**src/hdl/hcbd_pkg.sv**
```systemverilog
// Shared types, constants and helpers for the chunked body decoder.
// No dependencies; imported by http_chunked_body_decoder and hcbd_step.
`timescale 1ns / 1ps

package hcbd_pkg;

   localparam int LEN_BITS = 32;

   localparam logic [7:0] CH_LF    = 8'h0A;
   localparam logic [7:0] CH_CR    = 8'h0D;
   localparam logic [7:0] CH_TAB   = 8'h09;
   localparam logic [7:0] CH_SPACE = 8'h20;

   localparam logic [LEN_BITS-1:0] LEN_MAX = {LEN_BITS{1'b1}};

   typedef enum logic [3:0] {
      PH_SIZE  = 4'b0001,
      PH_DATA  = 4'b0010,
      PH_TRAIL = 4'b0100,
      PH_DONE  = 4'b1000
   } phase_type;

   typedef enum logic [2:0] {
      DS_LEAD   = 3'b001,
      DS_DIGITS = 3'b010,
      DS_REST   = 3'b100
   } scan_type;

   typedef struct packed {
      phase_type           phase;
      scan_type            scan;
      logic [LEN_BITS-1:0] count;
   } parse_state_type;

   typedef struct packed {
      logic       valid;
      logic [7:0] out_byte;
      logic       payload_valid;
      logic       body_done;
   } parse_result_type;

   localparam parse_state_type STATE_START = '{phase: PH_SIZE, scan: DS_LEAD, count: '0};

   // hex digit check and value; bit 4 (is_hex) is 0 for anything that is not a hex digit
   function automatic logic [4:0] hex_decode(input logic [7:0] c);
      logic [4:0] r;
      r = 5'd0;
      if (c >= 8'h30 && c <= 8'h39) begin
         r = {1'b1, 4'(c - 8'h30)};
      end else if (c >= 8'h61 && c <= 8'h66) begin
         r = {1'b1, 4'(c - 8'h57)};
      end else if (c >= 8'h41 && c <= 8'h46) begin
         r = {1'b1, 4'(c - 8'h37)};
      end
      return r;
   endfunction

endpackage

```
**src/hdl/http_chunked_body_decoder.sv**
```systemverilog
// Top level of the chunked HTTP body decoder: parser state and result register.
// Depends on hcbd_pkg and hcbd_step.
//
//   channel | direction | handshake            | fields
//   req_    | in        | req_valid/req_stall  | in_byte[7:0], new_body
//   rsp_    | out       | rsp_valid/rsp_stall  | out_byte[7:0], payload_valid, body_done
//
// One byte per cycle while req_stall is low; results show the cycle after their byte.
// Parser state is updated on the accepting edge by a single-level decode.
// Synchronous active-high reset starts a size line with no result pending.
// req_stall is raised only while a held result is stalled on rsp_.
`timescale 1ns / 1ps

module http_chunked_body_decoder import hcbd_pkg::*; (
   input  logic       clock,
   input  logic       reset,
   input  logic       req_valid,
   output logic       req_stall,
   input  logic [7:0] req_in_byte,
   input  logic       req_new_body,
   output logic       rsp_valid,
   input  logic       rsp_stall,
   output logic [7:0] rsp_out_byte,
   output logic       rsp_payload_valid,
   output logic       rsp_body_done
);

   parse_state_type  state_ff, state_in;
   parse_result_type res;
   logic             rsp_valid_ff, rsp_valid_in;
   logic [7:0]       out_byte_ff;
   logic             payload_valid_ff, body_done_ff;
   logic             accept;

   hcbd_step u_step (
      .cur_state (state_ff),
      .in_byte   (req_in_byte),
      .new_body  (req_new_body),
      .nxt_state (state_in),
      .result    (res)
   );

   assign req_stall = rsp_valid_ff && rsp_stall;
   assign accept    = req_valid && !req_stall;

   always_comb begin
      rsp_valid_in = rsp_valid_ff;
      if (accept) begin
         rsp_valid_in = res.valid;
      end else if (!rsp_stall) begin
         rsp_valid_in = 1'b0;
      end
   end

   always_ff @(posedge clock) begin
      if (reset) begin
         state_ff     <= STATE_START;
         rsp_valid_ff <= 1'b0;
      end else begin
         rsp_valid_ff <= rsp_valid_in;
         if (accept) begin
            state_ff <= state_in;
         end
      end
   end

   always_ff @(posedge clock) begin
      if (accept && res.valid) begin
         out_byte_ff      <= res.out_byte;
         payload_valid_ff <= res.payload_valid;
         body_done_ff     <= res.body_done;
      end
   end

   assign rsp_valid         = rsp_valid_ff;
   assign rsp_out_byte      = out_byte_ff;
   assign rsp_payload_valid = payload_valid_ff;
   assign rsp_body_done     = body_done_ff;

endmodule

```
**src/hdl/hcbd_step.sv**
```systemverilog
// Next-state and result logic for one body byte of the chunked decoder.
// Depends on hcbd_pkg.
`timescale 1ns / 1ps

module hcbd_step import hcbd_pkg::*; (
   input  parse_state_type  cur_state,
   input  logic [7:0]       in_byte,
   input  logic             new_body,
   output parse_state_type  nxt_state,
   output parse_result_type result
);

   parse_state_type st;
   logic [4:0]      hex;

   assign hex = hex_decode(in_byte);

   always_comb begin
      st        = new_body ? STATE_START : cur_state;
      nxt_state = st;
      result    = '0;

      unique case (st.phase)
         PH_SIZE: begin
            if (in_byte == CH_LF) begin
               nxt_state.scan = DS_LEAD;
               if (st.count == '0) begin
                  nxt_state.phase      = PH_DONE;
                  result.valid         = 1'b1;
                  result.body_done     = 1'b1;
               end else begin
                  nxt_state.phase = PH_DATA;
               end
            end else if (st.scan == DS_REST) begin
               nxt_state = st;
            end else if (st.scan == DS_LEAD &&
                         (in_byte == CH_SPACE || in_byte == CH_TAB || in_byte == CH_CR)) begin
               nxt_state = st;
            end else if (!hex[4]) begin
               nxt_state.scan = DS_REST;
            end else begin
               nxt_state.scan = DS_DIGITS;
               // saturate once the top nibble is occupied
               if (st.count[LEN_BITS-1 -: 4] != 4'd0) begin
                  nxt_state.count = LEN_MAX;
               end else begin
                  nxt_state.count = {st.count[LEN_BITS-5:0], hex[3:0]};
               end
            end
         end
         PH_DATA: begin
            result.valid         = 1'b1;
            result.out_byte      = in_byte;
            result.payload_valid = 1'b1;
            nxt_state.count      = st.count - LEN_BITS'(1);
            if (st.count == LEN_BITS'(1)) begin
               nxt_state.phase = PH_TRAIL;
            end
         end
         PH_TRAIL: begin
            if (in_byte == CH_LF) begin
               nxt_state = STATE_START;
            end
         end
         PH_DONE: begin
            nxt_state = st;
         end
         default: begin
            nxt_state = STATE_START;
         end
      endcase
   end

endmodule

```
**config.mk**
```make
export PLATFORM = sky130hd
export DESIGN_NAME = http_chunked_body_decoder
export DESIGN_NICKNAME = d
export VERILOG_FILES = /design/src/hdl/hcbd_pkg.sv /design/src/hdl/http_chunked_body_decoder.sv /design/src/hdl/hcbd_step.sv
export SDC_FILE = /design/constraint.sdc
export NUM_CORES = 1
export LEC_CHECK = 0
export ABC_CLOCK_PERIOD_IN_PS = 3600
export BUFFER_PORTS_ARGS = -buffer_cell sky130_fd_sc_hd__buf_2
export CAP_MARGIN = 20
export CORE_UTILIZATION = 55
export CTS_CLUSTER_SIZE = 40
export DETAILED_ROUTE_END_ITERATION = 16
export PLACE_DENSITY = 0.69
export REMOVE_ABC_BUFFERS = 1
export SKIP_LAST_GASP = 1
export SLEW_MARGIN = 20
export SYNTH_ARGS = -nofsm -noshare
export SYNTH_HDL_FRONTEND = slang
export SYNTH_HIERARCHICAL = 1
export SYNTH_SLANG_ARGS = --single-unit
```
**constraint.sdc**
```tcl
create_clock -name clock -period 3.6 [get_ports clock]
set_input_delay 0.36 -clock clock [delete_from_list [all_inputs] [get_ports clock]]
set_output_delay 0.36 -clock clock [all_outputs]
set_load 0.05 [all_outputs]
```
; After elaboration in Yosys (flattened, before gate mapping)
; Index checks and enable logic that the tools add are counted.
[word_totals]
ff_bits = 50
wordCells = 65
[op_classes]
n_lt_le_gt_ge = 6
mux = 23
eq_ne = 12
n_reduce_logical = 13
addsub = 4
[op_table]
columns = cell, count
row1 = $pmux W32 S4, 1
row2 = $mux W32, 3
row3 = $mux W39, 2
row4 = $mux W35, 2
row5 = $eq A32 B1 Y1 const B, 1
row6 = $logic_not A32 Y1, 1
row7 = $sub A32 B1 Y32 const B, 1
row8 = $eq A8 B4 Y1 const B, 3
row9 = $ge A8 B7 Y1 const B, 2
row10 = $le A8 B7 Y1 const B, 2
row11 = $pmux W4 S4, 1
row12 = $mux W5, 3
row13 = $pmux W3 S3, 1
row14 = $eq A8 B6 Y1 const B, 1
row15 = $ge A8 B6 Y1 const B, 1
row16 = $le A8 B6 Y1 const B, 1
row17 = $mux W4, 2
row18 = $sub A4 B3 Y4 const B, 2
row19 = $logic_and A1 B1 Y1, 7
row20 = $mux W7, 1
row21 = $mux W1, 5
row22 = $eq A4 B1 Y1 const B, 1
row23 = $eq A4 B2 Y1 const B, 1
row24 = $eq A4 B3 Y1 const B, 1
row25 = 11 further kinds, 12

; Depth between registers and ports, before layout
; Gate-level depths: netlist of the first run.
[logic_depth]
ltp_word = 11
mapped_depth = 13

; Cells and area by module
; The synthesis of the first run kept the hierarchy.
[by_module_without_submodules]
columns = module, area_each_um2, instances, cells_per_inst
row1 = hcbd_step, 2334.7, 1, 380
row2 = http_chunked_body_decoder, 2074.5, 1, 185

; Worst setup path after synthesis of the first run
; Ideal clock, no wire load.
[synth_timing]
kind = input port to flip-flop
startpoint = input req_new_body
endpoint = register body_done_ff, in the netlist rsp_body_done, enable pin
setup_slack_ps = 611
setup_time_ps = 376
stages = 13
arrival_ps = 2613
cell_sequence = clkbuf_1 > clkbuf_1 > nor2b_1 > inv_1 > ha_1 > clkbuf_2 > o211ai_2 > clkbuf_1 > nor2_1 > o211ai_1 > nand2_1 > nand2_1 > nor2_1
[synth_rtl]
columns = element, line_no
row1 = from (decl), http_chunked_body_decoder.sv:20  ; input logic req_new_body,
row2 = to (signal assigned), http_chunked_body_decoder.sv:71  ; body_done_ff <= res.body_done;
row3 = to (decl), http_chunked_body_decoder.sv:32  ; logic payload_valid_ff, body_done_ff;

==> results of run 1 <==
-- final cells by class --
class	instances	area share (%)
Clock buffer	7	1.616
Clock inverter	1	0.6359
Inverter	17	1.351
Multi-Input combinational cell	457	64.97
Sequential cell	50	23.32
Tap cell	102	2.703
Timing Repair Buffer	42	5.405
-- critical path, delay by kind of cell, from the launching register on --
kind / cells / cell delay, ns
mux: 1 / 0.15
compound gates: 2 / 0.99
simple gates: 4 / 1.23
flops: 1 / 0.38
-- flip-flops by register name (all words and copies together), names as in the netlist --
name	cells
rsp_payload_valid	1
rsp_out_byte	8
rsp_valid	1
state_ff	39
rsp_body_done	1
-- metrics by stage --
stage	hold slack, ns	utilization (%)
floorplan	0.4291	-
global placement	0.4913	59.73
detailed placement	0.5081	59.73
CTS	0.3424	61.11
global route	0.3406	61.11
finish	0.3482	61.11
-- kinds of logic (layout without fill, tap and decap cells) --
kind of cell / after synthesis / in the layout
mux: 43 / 43
fa+ha+maj: 6 / 6
compound gates: 163 / 163
buf+inv: 58 / 67
xor+xnor: 3 / 3
flops: 50 / 50
simple gates: 242 / 242
-- routing by layer --
layer  wire length, µm  GRT usage (%)
met5                 0              0
met4               355          12.83
met3              1192          5.276
met2              6126          53.63
met1              5818          43.58
-- power by group through the flow --
| stage | clock, mW | combinational, mW | sequential (mW) |
|---|---|---|---|
| CTS | 0.415 | 0.212 | 0.582 |
| detailed placement | 0 | 0.211 | 0.595 |
| floorplan | 0 | 0.140 | 0.592 |
| global route | 0.441 | 0.234 | 0.584 |
| global placement | 0 | 0.209 | 0.595 |
| finish | 0.393 | 0.218 | 0.583 |
-- layout by cell type (no fill, tap or decap), drive strengths merged, types with 7 or more instances in the layout --
cell / n
a21oi: 21
a31oi: 8
and3: 7
buf: 42
clkbuf: 7
dfxtp: 40
edfxtp: 10
inv: 15
mux2i: 43
nand2: 22
nand2b: 77
nand3: 7
nor2: 61
nor3: 21
nor4: 13
o211ai: 24
o21ai: 33
-- worst max-delay path by stage --
stage / startpoint / to / slack, ns
4_1_cts: state_ff[36] / state_ff[2] / 0.88
5_1_grt: state_ff[36] / state_ff[2] / 0.66
3_5_place_dp: req_in_byte[1] / state_ff[22] / 0.70
3_3_place_gp: req_in_byte[1] / state_ff[23] / 0.78
6_report: state_ff[36] / state_ff[2] / 0.76
2_1_floorplan: req_in_byte[1] / state_ff[10] / 0.74
==> results.md, run 1 <==
* WP data arrival at between 3 and 4 ns
* Placed cell area at 4616 µm²
* Postcts setup bufs at 0
* Core area at around 7700 µm²
* Synth-to-Final Area Change at 7.094%
* Clock power frac at around a third
* Synth Area in Simple Gates at between 30% and 40%
* Post-synth top area share at 18.16%
* Initial antenna violation count at 0
* CTS Buffer Depth at 2
* Switching power at roughly 0.33 mW
* Critical Path Fanout Max at 7
* Number of global-route vias before repair at around 4300
* Unrepaired setup endpoints after global routing: false
* Largest net degree at the start of global routing at 80
* Gr usage total at approximately a third
* Clock transition at path regs at roughly 0.090 ns
* Register area share after synthesis at around a quarter
* Commonest cells in the netlist: nand2b_1, nor2_1, mux2i_1
* Crit path kind: reg -> reg
* CTS buffer count at 5
* Post-synth EDFFs at 10
* CTS root buf: clkbuf_8
* Cell area after layout at 4722 µm²
* Pwr dens at ~250 nW/µm²
* Switching share of power at roughly 27%
* Critical path launch point type: register
* Syn avg cell area at ~7.8 µm²
* GRT overflow at 0
* TritonRoute pass-1 iters at 5
* FP Rows at 32
* Register Area at ~1100 µm²
* Die ar. at 8379 µm²
* Routed WL at around 13 mm
* Worst slew margin at between 30% and 40%
* R2R depth at 7
* Largest family of logic cells by synthesized area: simple AND/OR/NAND/NOR gates
* Number of routed nets with antenna violations at 0
* Largest area contributor in the netlist: dfxtp_1
* Synth Area in XOR/XNOR at less than 1%
* Nets at approximately 590
* Yosys reg bits at 50
* Die width at a little over 90 µm
* Port Buffers at 24
* Reg2Reg Launch Point: state_ff[36]
* Peak VDD IR at roughly 0.00015 V
* Max frequency at about 350 MHz
* Post-synthesis compound-gate area fraction at between 20% and 30%
* CTS tree: built
* WL per Instance at about 20 µm
* Htree depth at 2
* Adder-cell share of the synthesized area at between 1.5 and 2%
* Outcome: complete, no violations
* CP max stage delay at between 0.7 and 0.8 ns
* Fillers at between 700 and 800
* Hold path cells at 3
* Layout cell share with drive strength beyond 1 at a little over a tenth
* Footprint of the multi-input gates at slightly above 3000 µm²
* Worst Hold Launch: req_valid
* Final number of hold-violating endpoints at 0
* Vias per std cell at between 6 and 7
* PostCTS Resize Cnt at 0
* Combinational power share at 18.3%
* Top cells by area, synth: dfxtp_1, nand2b_1, mux2i_1
* Top FF cell, synth: dfxtp_1
* Pre-CTS setup slack at 0.6982 ns
* Leakage at between 1.5 and 2 nW
* Post-route DRC at 0
* Min setup slack post-route at 0.7565 ns
* Pins over their slew limit at 0
* Boundary Pins at 25
* Die Height at between 90 and 100 µm
* Inst Count DP at 668
* Max Cap Violations at 0
* Vias at about 4600
* Setup violators final at 0
* Multiplexer share of the synthesized area at under 10%
* Worst setup EP type: register
* Reg2reg end: state_ff[2]
* Dominant cell by count in the synthesized netlist: nand2b_1
* Slew @ Worst Pin at a little over 0.9 ns
* Initial DRC Count at between 400 and 500
* First-pass GRT wire length at around 22 mm
* R2R Setup Slk at ~0.76 ns
* Fin cells at around 680
* Critical path cell sequence: nor4b_2 > nor2_1 > a211oi_1 > o21ai_0 > nand4_1 > nand2b_1 > mux2i_1
* Unique masters post-synth at 76
* Worst endpoint required time at ~3.8 ns
* Crit-path slowest cell: a211oi_1
* Setup_tns at 0 ns
* Hold_buf cts at 0
* Pint at slightly below 0.9 mW
* N_diodes at 0
* Seq pwr share at between 40 and 50%
* Worst min-delay path class: in -> reg
* Initial core utilization at a little under three fifths
* Synthesized area at roughly 4400 µm²
* Final period util at roughly 79%
* Yosys warns at 6
* Clock Latency Late Sink at roughly 0.30 ns
* Skew final at ~0.0060 ns
* DP Wirelength at ~9.3 mm
* Cells after Synth at about 570
* GPL Wtd Cong at 0.9489
* Clk sinks at 50
* Tot Pwr at ~1.2 mW
* Minimum clock period at ~2.8 ns
* Asr flop ratio synth at 0%
* Hold Path End: rsp_valid
Note: power is estimated with default switching activity, not from simulation.
==> run 2, diff against run 1 <==
- ABC_AREA: unset -> 1
- ABC_CLOCK_PERIOD_IN_PS: 3600 -> 2900
- clock period: 3.6 -> 2.9 ns (I/O delays scaled with it)
==> run 2 against run 1 <==
Compared with the run above: non-clock buffer count is 3 lower; wire length is 2.6% higher; highest routed layer unchanged; critical path type is now in -> reg; first-iteration DRC count is 4.6% higher; utilization is 1.6 points lower; hold slack worse by 0.044 ns; clock skew is 0.0074 ns higher; via count is 20% higher; die area is 13% higher; cell area is 10% higher.
==> results.md, run 2 <==
* Outcome: complete, no violations
* Final number of hold-violating endpoints at 0 (unchanged)
* Reg2Reg Launch Point: state_ff[1]
* Multiplexer share of the synthesized area at 0% (-9.8 points)
* Htree depth at 2 (unchanged)
* Switching power at 0.7427 mW (+130%)
* Clock Latency Late Sink at 0.32 ns (+0.02 ns)
* Routed WL at 13.84 mm (+2.6%)
* Pint at 1.205 mW (+39%)
* Largest area contributor in the netlist: nand2_1
* Combinational power share at 33.2% (+15 points)
* CP max stage delay at 0.29 ns (-0.46 ns)
* Port Buffers at 24 (unchanged)
* Boundary Pins at 25 (unchanged)
* Crit path kind: in -> reg
* CTS root buf: clkbuf_8
* Pins over their slew limit at 0 (unchanged)
* N_diodes at 0 (unchanged)
* CTS tree: built
* Post-synth top area share at 18.43% (+0.27 points)
* Peak VDD IR at 0.0002010 V (+32%)
* Vias per std cell at 5.669 (-17%)
* Asr flop ratio synth at 0% (unchanged)
* Worst endpoint required time at 2.93 ns (-0.89 ns)
* Postcts setup bufs at 0 (unchanged)
* Commonest non-fill, non-tap cell in the layout: nand2_1
* First-pass GRT wire length at 23.83 mm (+7.4%)
* TritonRoute pass-1 iters at 5 (unchanged)
* R2R Setup Slk at 0.62 ns (-0.14 ns)
* Yosys warns at 6 (unchanged)
* Register area share after synthesis at 21.97% (-3.0 points)
* Unique masters post-synth at 34 (-55%)
* Worst slew margin at 59.21% (+20 points)
* Die ar. at 9497 µm² (+13%)
* Seq pwr share at 39.8% (-9.0 points)
* Adder-cell share of the synthesized area at 1.498% (-0.20 points)
* Number of routed nets with antenna violations at 0 (unchanged)
* WL per Instance at 14.20 µm (-29%)
* WP data arrival at 2.33 ns (-0.74 ns)
* Syn avg cell area at 5.793 µm² (-26%)
* Vias at 5527 (+20%)
* Max Cap Violations at 0 (unchanged)
* Cells after Synth at 865 (+53%)
* Synth Area in XOR/XNOR at 0% (-0.60 points)
* Die width at 97.45 µm (+6.5%)
* Top cells by area, synth: nand2_1, dfxtp_1, nand3_1
* Synth Area in Simple Gates at 53.13% (+22 points)
* Dominant cell by count in the synthesized netlist: nand2_1
* Most frequent cells in the layout: nand2_1, nand3_1, nor2_1, inv_1, a21oi_1
* Post-synthesis compound-gate area fraction at 10.01% (-16 points)
* Largest net degree at the start of global routing at 45 (-44%)
* Clk sinks at 50 (unchanged)
* Switching share of power at 38.14% (+11 points)
* Layout cell share with drive strength beyond 1 at 12.92% (+1.9 points)
* GRT overflow at 0 (unchanged)
* Max reg flops at 39 (unchanged)
* Crit-path slowest cell: ha_1
* Critical Path Fanout Max at 24 (+17)
* Post-synth EDFFs at 10 (unchanged)
* Unrepaired setup endpoints after global routing: false
* Leakage at 2.938 nW (+62%)
* Synth-to-Final Area Change at 3.995%
* GPL Wtd Cong at 0.9794 (+3.2%)
* Clock transition at path regs at 0.10 ns (about the same)
* DP Wirelength at 9.864 mm (+5.8%)
* FP Rows at 34 (+6.3%)
* Inst Count DP at 967 (+45%)
* Top FF cell, synth: dfxtp_1
* PostCTS Resize Cnt at 0 (unchanged)
* CTS buffer count at 5 (unchanged)
* CTS Buffer Depth at 2 (unchanged)
* Largest delay share family, worst path: simple AND/OR/NAND/NOR gates
* Initial antenna violation count at 0 (unchanged)
* Clock power frac at 27.0% (-5.9 points)
* Skew final at 0.01333 ns (+0.007354 ns)
* Largest Register: state_ff
* Minimum clock period at 2.303 ns
* Core area at 8763 µm² (+13%)
* Largest family of logic cells by synthesized area: simple AND/OR/NAND/NOR gates
* Commonest cells in the netlist: nand2_1, nand3_1, nor2_1
* Setup_tns at 0 ns (unchanged)
* Initial core utilization at 57.18% (+0.12 points)
* Post-route DRC at 0 (unchanged)
* Nets at 885 (+49%)
* Max frequency at 434.2 MHz
* Critical path launch point type: input pin
* Worst min-delay path class: in -> reg
* Die Height at 97.45 µm (+6.5%)
* Yosys reg bits at 50 (unchanged)
* Slew @ Worst Pin at 0.6110 ns (-0.3027 ns)
* Worst setup path end: rsp_out_byte[0]
* Synthesized area at 5011 µm² (+14%)
* Hold_buf cts at 0 (unchanged)
* Pwr dens at 373.7 nW/µm² (+48%)
* Number of global-route vias before repair at 5022 (+17%)
* Gr usage total at 30.11% (-2.9 points)
* Setup violators final at 0 (unchanged)
* Hold WS at 0.3038 ns (-0.04433 ns)
* Worst setup EP type: register
* R2R depth at 11 (+4)
* Final period util at around 80%
* Critical path cell sequence: buf_2 > inv_4 > nand2_1 > ha_1 > inv_1 > nor2_4 > nand2_2 > nor2_4 > nand4_1 > nand2_1 > inv_1 > nor2_1 > buf_4
* Reg2reg end: rsp_out_byte[0]
* Crit path launch: req_new_body
* Initial DRC Count at 479 (+4.6%)
* Fin cells at 975 (+44%)
* CP bufs+invs at 5 (+5)
* WP depth at 13 (+6)
run 2: cell count changes after synthesis, sizes merged, moves of 19 or more:
cell | before | now
nand2 | 22 | 286
nand3 | 7 | 137
inv | 15 | 95
nand2b | 77 | 0
nor2 | 61 | 116
mux2i | 43 | 0
a21oi | 21 | 57
buf | 11 | 38
clkbuf | 30 | 7
o211ai | 24 | 2
nand4 | 6 | 25
run 2: per-stage QoR:
step | setup WS [ns] | util [%] | instance area (µm²) | power (mW)
finish | 0.5970 | 59.47 | 5211 | 1.947
global route | 0.4614 | 59.47 | 5211 | 2.083
CTS | 0.6743 | 59.47 | 5211 | 1.957
detailed placement | 0.3175 | 58.17 | 5097 | 1.425
global placement | 0.4430 | 58.17 | 5097 | 1.418
floorplan | 0.3233 | - | 4705 | 1.252
run 2: power by group through the flow:
stage / combinational, mW / sequential, mW / clock, mW
2_1_floorplan: 0.468 / 0.784 / 0
3_3_place_gp: 0.627 / 0.791 / 0
3_5_place_dp: 0.634 / 0.792 / 0
4_1_cts: 0.636 / 0.776 / 0.545
5_1_grt: 0.733 / 0.781 / 0.568
6_report: 0.647 / 0.776 / 0.525
run 2: logic make-up (layout without fill, tap and decap cells):
logic type      Yosys count  in the layout
buf+inv                 141            143
compound gates           97             97
fa+ha+maj                 6              6
flops                    50             50
simple gates            571            571
run 2: how the worst min path moves through the flow:
| stage | from | to | cells after the start |
|---|---|---|---|
| floorplan | state_ff[32] | state_ff[32] | 2 |
| global placement | state_ff[35] | state_ff[35] | 2 |
| detailed placement | state_ff[33] | state_ff[33] | 2 |
| CTS | req_in_byte[7] | rsp_out_byte[7] | 3 |
| global route | req_in_byte[7] | rsp_out_byte[7] | 3 |
| finish | req_in_byte[7] | rsp_out_byte[7] | 3 |
run 2: worst register-to-register path: stages (launching register included):
cell and delay, ns:
dfxtp_1 0.36, nand2_2 0.13, ha_1 0.29, inv_1 0.11
nor2_4 0.14, nand2_2 0.13, nor2_4 0.18, nand4_1 0.20
nand2_1 0.12, inv_1 0.05, nor2_1 0.09, buf_4 0.20
run 2: final cells by class:
class	count	area, µm²
timing repair buffer	39	257.7
inverter	96	364.1
clock inverter	3	45.04
clock buffer	5	68.82
tap	108	135.1
sequential	50	1101
fill	902	3552
multi-input combinational	674	3239
run 2: metal layers:
metal	vias up	share of wire [%]	wire, µm	GRT usage (%)
li1	2785	-	-	-
met1	2511	46	6382	43.42
met2	219	45	6237	47.82
met3	12	7.9	1095	3.022
met4	0	0.92	128	8.032
met5	-	0	0	0
